--- src/sv/pic_pkg.sv ---
// shared constants, types and request codes of the priority interrupt controller
package pic_pkg;

    // number of interrupt lines in use (1 to 64); storage is sized for 64
    localparam int NUM_LINES = 64;
    localparam int MAX_LINES = 64;
    localparam int LANES     = 4;
    localparam int MEM_ROWS  = MAX_LINES / LANES;
    localparam int NUM_ROWS  = (NUM_LINES + LANES - 1) / LANES;

    localparam logic [3:0]  LAST_ROW   = 4'(NUM_ROWS - 1);
    localparam logic [6:0]  LINE_LIMIT = 7'(NUM_LINES);
    localparam logic [63:0] LINE_MASK  =
        (NUM_LINES >= 64) ? {64{1'b1}} : ((64'd1 << NUM_LINES) - 64'd1);

    localparam logic [8:0] PRIO_NONE   = 9'd256;
    localparam logic [7:0] PRIO_LOWEST = 8'd255;

    typedef enum logic [3:0] {
        REQ_PULSE     = 4'd0,
        REQ_LINE_UP   = 4'd1,
        REQ_LINE_DOWN = 4'd2,
        REQ_ENABLE    = 4'd3,
        REQ_DISABLE   = 4'd4,
        REQ_CLEAR     = 4'd5,
        REQ_CLEAR_ALL = 4'd6,
        REQ_CLEAR_EN  = 4'd7,
        REQ_REEVAL    = 4'd8,
        REQ_SET_PRIO  = 4'd9,
        REQ_SET_RUN   = 4'd10,
        REQ_LOCK      = 4'd11,
        REQ_HARD      = 4'd12,
        REQ_READ      = 4'd13
    } req_t;

    typedef enum logic [1:0] {
        ST_IDLE,
        ST_SCAN,
        ST_DRAIN,
        ST_HOLD
    } state_t;

endpackage

--- src/sv/priority_interrupt_controller.sv ---
// top level of the priority interrupt controller: line state, priority memory, winner scan
//
//  channel  dir  signals                          contents
//  s_*      in   s_tvalid s_tready s_tdata s_tuser  one event or register access
//  m_*      out  m_tvalid m_tready m_tdata          winner, wake and addressed-line fields
//
// after the accept edge the sequencer steps through the scan states, one per row, then the
// drain state, and loads the result in hold once the output slot is free; the next beat is
// taken in idle: the priority memory holds four lines per row, one row read and compared per cycle
// the line vectors, lock and running priority are updated on the accept edge
// a new beat is taken only in idle; a finished result waits in the output register
// so the next beat may enter while the previous result is still stalled
// reset clears every vector, sets the running priority to none and marks every
// priority entry unwritten, so it reads as the lowest priority
module priority_interrupt_controller (
    input  logic        clk,
    input  logic        rst_n,
    input  logic        s_tvalid,
    output logic        s_tready,
    input  logic [15:0] s_tdata,   // irq_num[5:0], prio_value[14:6], lock_value[15]
    input  logic [3:0]  s_tuser,   // req_type[3:0]
    output logic        m_tvalid,
    input  logic        m_tready,
    output logic [31:0] m_tdata    // winner_valid[0], winner_irq[6:1], cpu_wake[7],
                                   // prev_lock[8], line_enabled[9], line_pending[10],
                                   // line_prio[18:11], running_prio_out[27:19], zero[31:28]
);

    // input beat fields
    pic_pkg::req_t in_req;
    logic [5:0]    in_irq;
    logic [8:0]    in_prio;
    logic          in_lock;
    logic          in_range;
    logic [63:0]   in_bit;
    logic          accept;

    assign in_req   = pic_pkg::req_t'(s_tuser);
    assign in_irq   = s_tdata[5:0];
    assign in_prio  = s_tdata[14:6];
    assign in_lock  = s_tdata[15];
    assign in_range = {1'b0, in_irq} < pic_pkg::LINE_LIMIT;
    assign in_bit   = in_range ? (64'd1 << in_irq) : 64'd0;
    assign accept   = s_tvalid && s_tready;

    // architectural state
    logic [63:0] level_reg,   level_next;
    logic [63:0] premask_reg, premask_next;
    logic [63:0] status_reg,  status_next;
    logic [63:0] enable_reg,  enable_next;
    logic [63:0] prio_vld_reg;
    logic [8:0]  running_reg, running_next;
    logic        lock_reg,    lock_next;

    // per-item registers
    logic [5:0]  irq_reg;
    logic        wake_reg,  wake_next;
    logic        prev_reg;

    // priority memory, four lines per row
    logic [pic_pkg::LANES-1:0][7:0] prio_mem [pic_pkg::MEM_ROWS];
    logic [pic_pkg::LANES-1:0][7:0] scan_data_reg;
    logic [pic_pkg::LANES-1:0][7:0] line_data_reg;
    logic        mem_we;

    // scan control
    pic_pkg::state_t state_reg, state_next;
    logic [3:0]  scan_row_reg, scan_row_next;
    logic [3:0]  cmp_row_reg,  cmp_row_next;
    logic        cmp_vld_reg,  cmp_vld_next;
    logic [8:0]  best_reg,     best_next;
    logic [5:0]  win_reg,      win_next;
    logic        found_reg,    found_next;

    // output register
    logic        out_valid_reg, out_valid_next;
    logic [31:0] out_data_reg;
    logic [31:0] out_data_next;
    logic        out_load;

    // event and access decoding, applied on the accept edge
    always_comb
    begin
        level_next   = level_reg;
        premask_next = premask_reg;
        status_next  = status_reg;
        enable_next  = enable_reg;
        running_next = running_reg;
        lock_next    = lock_reg;
        wake_next    = 1'b0;
        mem_we       = 1'b0;
        unique case (in_req)
            pic_pkg::REQ_PULSE:
            begin
                if (in_range)
                begin
                    premask_next = premask_reg | in_bit;
                    status_next  = status_reg | (in_bit & enable_reg);
                    wake_next    = !lock_reg;
                end
            end
            pic_pkg::REQ_LINE_UP:
            begin
                // only a rising level pends the line
                if (in_range && ((level_reg & in_bit) == 64'd0))
                begin
                    level_next   = level_reg | in_bit;
                    premask_next = premask_reg | in_bit;
                    status_next  = status_reg | (in_bit & enable_reg);
                    wake_next    = !lock_reg;
                end
            end
            pic_pkg::REQ_LINE_DOWN:
            begin
                level_next = level_reg & ~in_bit;
            end
            pic_pkg::REQ_ENABLE:
            begin
                if (in_range)
                begin
                    enable_next = enable_reg | in_bit;
                    if ((premask_reg & in_bit) != 64'd0)
                    begin
                        status_next = status_reg | in_bit;
                        wake_next   = !lock_reg;
                    end
                end
            end
            pic_pkg::REQ_DISABLE:
            begin
                enable_next = enable_reg & ~in_bit;
            end
            pic_pkg::REQ_CLEAR:
            begin
                status_next  = status_reg & ~in_bit;
                premask_next = premask_reg & ~in_bit;
            end
            pic_pkg::REQ_CLEAR_ALL:
            begin
                status_next  = 64'd0;
                premask_next = 64'd0;
            end
            pic_pkg::REQ_CLEAR_EN:
            begin
                status_next  = 64'd0;
                premask_next = premask_reg & ~enable_reg;
            end
            pic_pkg::REQ_REEVAL:
            begin
                // re-pend a line still held high, no wake
                if ((level_reg & in_bit) != 64'd0)
                begin
                    premask_next = premask_reg | in_bit;
                    status_next  = status_reg | (in_bit & enable_reg);
                end
            end
            pic_pkg::REQ_SET_PRIO:
            begin
                mem_we = in_range;
            end
            pic_pkg::REQ_SET_RUN:
            begin
                running_next = in_prio;
            end
            pic_pkg::REQ_LOCK:
            begin
                lock_next = in_lock;
                wake_next = lock_reg && !in_lock && (status_reg != 64'd0);
            end
            pic_pkg::REQ_HARD:
            begin
                // wakes even while locked; the override is spent in this step
                wake_next = 1'b1;
            end
            default:
            begin
                wake_next = 1'b0;
            end
        endcase
        status_next  = status_next & pic_pkg::LINE_MASK;
        premask_next = premask_next & pic_pkg::LINE_MASK;
    end

    always_ff @(posedge clk or negedge rst_n)
    begin
        if (!rst_n)
        begin
            level_reg    <= 64'd0;
            premask_reg  <= 64'd0;
            status_reg   <= 64'd0;
            enable_reg   <= 64'd0;
            prio_vld_reg <= 64'd0;
            running_reg  <= pic_pkg::PRIO_NONE;
            lock_reg     <= 1'b0;
        end
        else if (accept)
        begin
            level_reg   <= level_next;
            premask_reg <= premask_next;
            status_reg  <= status_next;
            enable_reg  <= enable_next;
            running_reg <= running_next;
            lock_reg    <= lock_next;
            if (mem_we)
            begin
                prio_vld_reg[in_irq] <= 1'b1;
            end
        end
    end

    always_ff @(posedge clk)
    begin
        if (accept)
        begin
            irq_reg  <= in_irq;
            wake_reg <= wake_next;
            prev_reg <= lock_reg;
        end
    end

    // priority memory: one write port, a scan read port and an addressed-line read port
    always_ff @(posedge clk)
    begin
        if (accept && mem_we)
        begin
            prio_mem[in_irq[5:2]][in_irq[1:0]] <= in_prio[7:0];
        end
        scan_data_reg <= prio_mem[scan_row_reg];
        line_data_reg <= prio_mem[irq_reg[5:2]];
    end

    // compare one row of four lines, lowest line first so ties keep the lower index
    always_comb
    begin
        logic [5:0] line;
        logic [7:0] p;
        line       = 6'd0;
        p          = 8'd0;
        best_next  = best_reg;
        win_next   = win_reg;
        found_next = found_reg;
        if (cmp_vld_reg)
        begin
            for (int k = 0; k < pic_pkg::LANES; k++)
            begin
                line = {cmp_row_reg, 2'(k)};
                p    = prio_vld_reg[line] ? scan_data_reg[k] : pic_pkg::PRIO_LOWEST;
                if (status_reg[line] && ({1'b0, p} < best_next) && ({1'b0, p} < running_reg))
                begin
                    best_next  = {1'b0, p};
                    win_next   = line;
                    found_next = 1'b1;
                end
            end
        end
    end

    // sequencer
    always_comb
    begin
        state_next     = state_reg;
        scan_row_next  = scan_row_reg;
        cmp_row_next   = cmp_row_reg;
        cmp_vld_next   = 1'b0;
        out_load       = 1'b0;
        s_tready       = 1'b0;
        unique case (state_reg)
            pic_pkg::ST_IDLE:
            begin
                s_tready = 1'b1;
                if (s_tvalid)
                begin
                    scan_row_next = 4'd0;
                    state_next    = pic_pkg::ST_SCAN;
                end
            end
            pic_pkg::ST_SCAN:
            begin
                cmp_vld_next = 1'b1;
                cmp_row_next = scan_row_reg;
                if (scan_row_reg == pic_pkg::LAST_ROW)
                begin
                    state_next = pic_pkg::ST_DRAIN;
                end
                else
                begin
                    scan_row_next = scan_row_reg + 4'd1;
                end
            end
            pic_pkg::ST_DRAIN:
            begin
                state_next = pic_pkg::ST_HOLD;
            end
            pic_pkg::ST_HOLD:
            begin
                // wait for the output slot to free up
                if (!out_valid_reg || m_tready)
                begin
                    out_load   = 1'b1;
                    state_next = pic_pkg::ST_IDLE;
                end
            end
            default:
            begin
                state_next = pic_pkg::ST_IDLE;
            end
        endcase
    end

    always_ff @(posedge clk or negedge rst_n)
    begin
        if (!rst_n)
        begin
            state_reg    <= pic_pkg::ST_IDLE;
            scan_row_reg <= 4'd0;
            cmp_row_reg  <= 4'd0;
            cmp_vld_reg  <= 1'b0;
            best_reg     <= pic_pkg::PRIO_NONE;
            win_reg      <= 6'd0;
            found_reg    <= 1'b0;
        end
        else
        begin
            state_reg    <= state_next;
            scan_row_reg <= scan_row_next;
            cmp_row_reg  <= cmp_row_next;
            cmp_vld_reg  <= cmp_vld_next;
            if (accept)
            begin
                best_reg  <= pic_pkg::PRIO_NONE;
                win_reg   <= 6'd0;
                found_reg <= 1'b0;
            end
            else
            begin
                best_reg  <= best_next;
                win_reg   <= win_next;
                found_reg <= found_next;
            end
        end
    end

    // result assembly from the post-step state
    always_comb
    begin
        logic       hit;
        logic       rng;
        logic [7:0] lprio;
        hit   = found_reg && !lock_reg;
        rng   = {1'b0, irq_reg} < pic_pkg::LINE_LIMIT;
        lprio = !rng ? 8'd0 :
                (prio_vld_reg[irq_reg] ? line_data_reg[irq_reg[1:0]] : pic_pkg::PRIO_LOWEST);
        out_data_next = {4'd0,
                         running_reg,
                         lprio,
                         rng && premask_reg[irq_reg],
                         rng && enable_reg[irq_reg],
                         prev_reg,
                         wake_reg,
                         hit ? win_reg : 6'd0,
                         hit};
    end

    always_comb
    begin
        out_valid_next = out_valid_reg;
        if (out_load)
        begin
            out_valid_next = 1'b1;
        end
        else if (m_tready)
        begin
            out_valid_next = 1'b0;
        end
    end

    always_ff @(posedge clk or negedge rst_n)
    begin
        if (!rst_n)
        begin
            out_valid_reg <= 1'b0;
        end
        else
        begin
            out_valid_reg <= out_valid_next;
        end
    end

    always_ff @(posedge clk)
    begin
        if (out_load)
        begin
            out_data_reg <= out_data_next;
        end
    end

    assign m_tvalid = out_valid_reg;
    assign m_tdata  = out_data_reg;

endmodule
--- config.mk ---
export PLATFORM = sky130hd
export DESIGN_NAME = priority_interrupt_controller
export DESIGN_NICKNAME = d
export VERILOG_FILES = /design/src/sv/pic_pkg.sv /design/src/sv/priority_interrupt_controller.sv
export SDC_FILE = /design/constraint.sdc
export NUM_CORES = 2
export LEC_CHECK = 0
export ABC_AREA = 1
export BUFFER_PORTS_ARGS = -buffer_cell sky130_fd_sc_hd__buf_2
export CAP_MARGIN = 40
export CELL_PAD_IN_SITES_DETAIL_PLACEMENT = 1
export CELL_PAD_IN_SITES_GLOBAL_PLACEMENT = 1
export CORE_ASPECT_RATIO = 1.25
export CORE_UTILIZATION = 45
export CTS_BUF_LIST = sky130_fd_sc_hd__clkbuf_16
export CTS_CLUSTER_DIAMETER = 60
export DETAILED_ROUTE_END_ITERATION = 7
export HOLD_SLACK_MARGIN = 0.08
export PLACE_DENSITY_LB_ADDON = 0.1
export SYNTH_ARGS = -nofsm -noshare
export SYNTH_HDL_FRONTEND = slang
export SYNTH_SLANG_ARGS = --single-unit
--- constraint.sdc ---
create_clock -name clk -period 15.6 [get_ports clk]
set_clock_uncertainty 0.2 [all_clocks]
set_input_delay 0.78 -clock clk [delete_from_list [all_inputs] [get_ports clk]]
set_output_delay 0.78 -clock clk [all_outputs]
set_load 0.02 [all_outputs]
==> flow_summary.yaml <==
clock_tree:
  cts_tree: "built"
  post_cts_buffers: 0
  root_buffer: "clkbuf_16"
  cts_buffers: 107
  path_clk_slew_ns: 0.06
  clock_path_buffers: 3
  clock-sinks: 970
  htreeDepth: 3
  clock_latency_ns: 0.73
  cts-resized-gates: 0
setup_path:
  regToRegSetupSlack_ns: 6.53
  cp-end-kind: "register"
  cp.arrival_ns: 9.47
  cpMostUsedCell: "nor2_1"
  r2r-end: "win_reg[5]$_DFFE_PN0P_"
  cp_max_fo: 48
  reg2reg_from: "cmp_row_reg[0]$_DFFE_PN0P_"
  r2r_cells: 45
  cpMaxStageDelayCell: "dfrtp_2"
  max_stage_delay_ns: 0.72
  critPathLaunchType: "register"
  crit_type: "reg2reg"
  worstPathRequired_ns: 16.00
synth:
  synthCells: 5548
  synth_area_leaders: "edfxtp_1 34%, dfrtp_1 18%, o21ai_0 11%"
  synth_top_area_share_pct: 33.8
  synth_seq_area_share_pct: 54.8
  async_flop_share_pct: 36.9
  synth_warnings: 0
  syn-cell-area_mm2: 0.0487
  ys_ff_latch: 970
  yosys.area.top_type: "edfxtp_1"
  yosysUniqueCellTypes: 57
  synth_ff_type: "edfxtp_1"
  synth_edf_count: 548
  syn_area_per_cell_um2: 8.78
global_route:
  grt_use_total_pct: 36.2
  grt_max_degree: 219
  grt_pass1_vias: 44800
  grt_pass1_wl_mm: 293
  overflow: 0
  antenna_found_initial: 10
job:
  maxCapViolCount: 0
floorplanning:
  num_io_pins: 58
  num_rows: 134
  die_x_um: 296
  core_area_mm2: 0.107
  initial_utilization_pct: 45.5
  die_h_um: 370
  die_area_mm2: 0.110
sta:
  max_slew_margin_pct: 25.0
  fin_crit_sh_pct: 58.2
  maxSlewViolCount: 0
  rsz0062_at_grt: "no"
  tightest_slew_ns: 1.13
  finalHoldViolCount: 0
  setup_viol: 0
  layout_min_cycle_time_ns: 9.07
  clock.fmax_mhz: 110
  layout_setup_ws_ns: 6.53
  fin_setup_tns_ns: 0
detailed_routing:
  routed_wl_mm: 198
  first_iter_violations: 3656
  vias: 43900
  ant_nets: 0
  firstDrtPassIters: 5
  routedWlPerCell_um: 28.2
  viasPerCell: 6.24
  drc: 0
power:
  p_leak_nw: 21.3
  ir_drop_uv: 118
  p_per_area_mw_per_mm2: 168
layout:
  fill_cells: 12400
  areaGrowthSynthToFinish_pct: 12.0
  final_cell_mix: "1117 x o21ai_0, 851 x nand2_1, 599 x nor2_1, 548 x edfxtp_1, 443 x inv_1"
  final_common_cell: "o21ai_0"
  drive_gt1_share_pct: 8.74
  layout.nets: 5586
  multi_input_area_mm2: 0.0190
  seq_area_mm2: 0.0267
  stdcell_area_mm2: 0.0545
hold_path:
  hold_class: "in2reg"
  hp-start: "s_tdata[0]"
  min_to: "irq_reg[0]$_DFFE_PP_"
  min_path_cells: 1
placement:
  io_buffers: 53
  gp_congestion: 0.903
  place_area_mm2: 0.0509
  dpl.hpwl_mm: 130
  dpl_worst_slack_ns: 6.64
status:
  outcome: "finished clean"
==> metal layers <==
layer | routed length (µm) | global-route usage [%]
met5 | 48 | 0
met1 | 77900 | 44.8
met2 | 94700 | 59.7
met4 | 13400 | 22.7
met3 | 12100 | 4.65
==> cell type report <==
class / instances / share of cell area (%)
diodes: 6 / 0.0275
clock buffers: 112 / 5.14
clock inverters: 92 / 1.55
inverters: 446 / 3.09
multi-input cells: 3767 / 34.8
flip-flops and latches: 970 / 49.0
well taps: 1428 / 3.28
repair buffers: 210 / 3.18
==> per-stage QoR <==
stage	hold slack [ns]	std cells	util (%)	power (mW)
after detailed placement	0.216	6818	47.5	6.51
after floorplan	0.200	5551	-	5.22
after global placement	0.207	6761	46.9	6.41
final	0.126	7031	51.0	9.18
after CTS	0.0833	7024	51.0	9.17
after global routing	0.111	7031	51.0	9.62
==> worst max path at each step <==
stage,startpoint,endpoint,slack (ns)
floorplan,cmp_row_reg[0]$_DFFE_PN0P_,win_reg[5]$_DFFE_PN0P_,8.80
global placement,cmp_row_reg[0]$_DFFE_PN0P_,win_reg[4]$_DFFE_PN0P_,6.68
detailed placement,cmp_row_reg[0]$_DFFE_PN0P_,found_reg$_DFFE_PN0P_,6.64
CTS,cmp_row_reg[0]$_DFFE_PN0P_,win_reg[5]$_DFFE_PN0P_,6.57
global route,cmp_row_reg[0]$_DFFE_PN0P_,found_reg$_DFFE_PN0P_,5.73
finish,cmp_row_reg[0]$_DFFE_PN0P_,win_reg[5]$_DFFE_PN0P_,6.53
==> worst max-delay path: cells and delay by family (launching register included) <==
family / cells / cell delay, ns
and+or+nand+nor: 30 / 4.09
AOI/OAI and AO/OA: 8 / 1.90
buffers and inverters: 3 / 0.74
DFF: 1 / 0.72
adders and majority gates: 4 / 1.23
==> logic make-up after synthesis <==
kind of cell | count (synthesis) | share of synthesized area, %
buffers and inverters | 814 | 6.43
multiplexers | 1 | 0.0231
AO/OA/AOI/OAI | 1899 | 21.9
AND/OR/NAND/NOR | 1803 | 15.2
other | 1 | 0.00770
adder cells (fa/ha/maj) | 60 | 1.54
flip-flops | 970 | 54.8
==> power by group <==
group	leakage, nW	switching [mW]	internal (mW)	total, mW
registers	10.1	0.201	2.92	3.13
logic	9.35	2.41	0.979	3.39
clock network	1.84	1.13	1.53	2.66
==> repair_timing <==
item / CTS / global route
hold buffers: 2 / 0
hold endpoints to repair: 82 / 0
setup endpoints to repair: 0 / 0
==> Yosys cell counts (all sizes together) (39+ instances only) <==
cell type / number
o21ai: 1132
nand2: 865
nor2: 616
edfxtp: 548
inv: 441
a21oi: 359
dfrtp: 356
clkbuf: 312
nand3: 227
o211ai: 93
o2111ai: 65
dfxtp: 64
ha: 60
buf: 56
o221ai: 56
o22ai: 49
or2: 43
o21a: 39
Power figures use the tool's default switching activity.
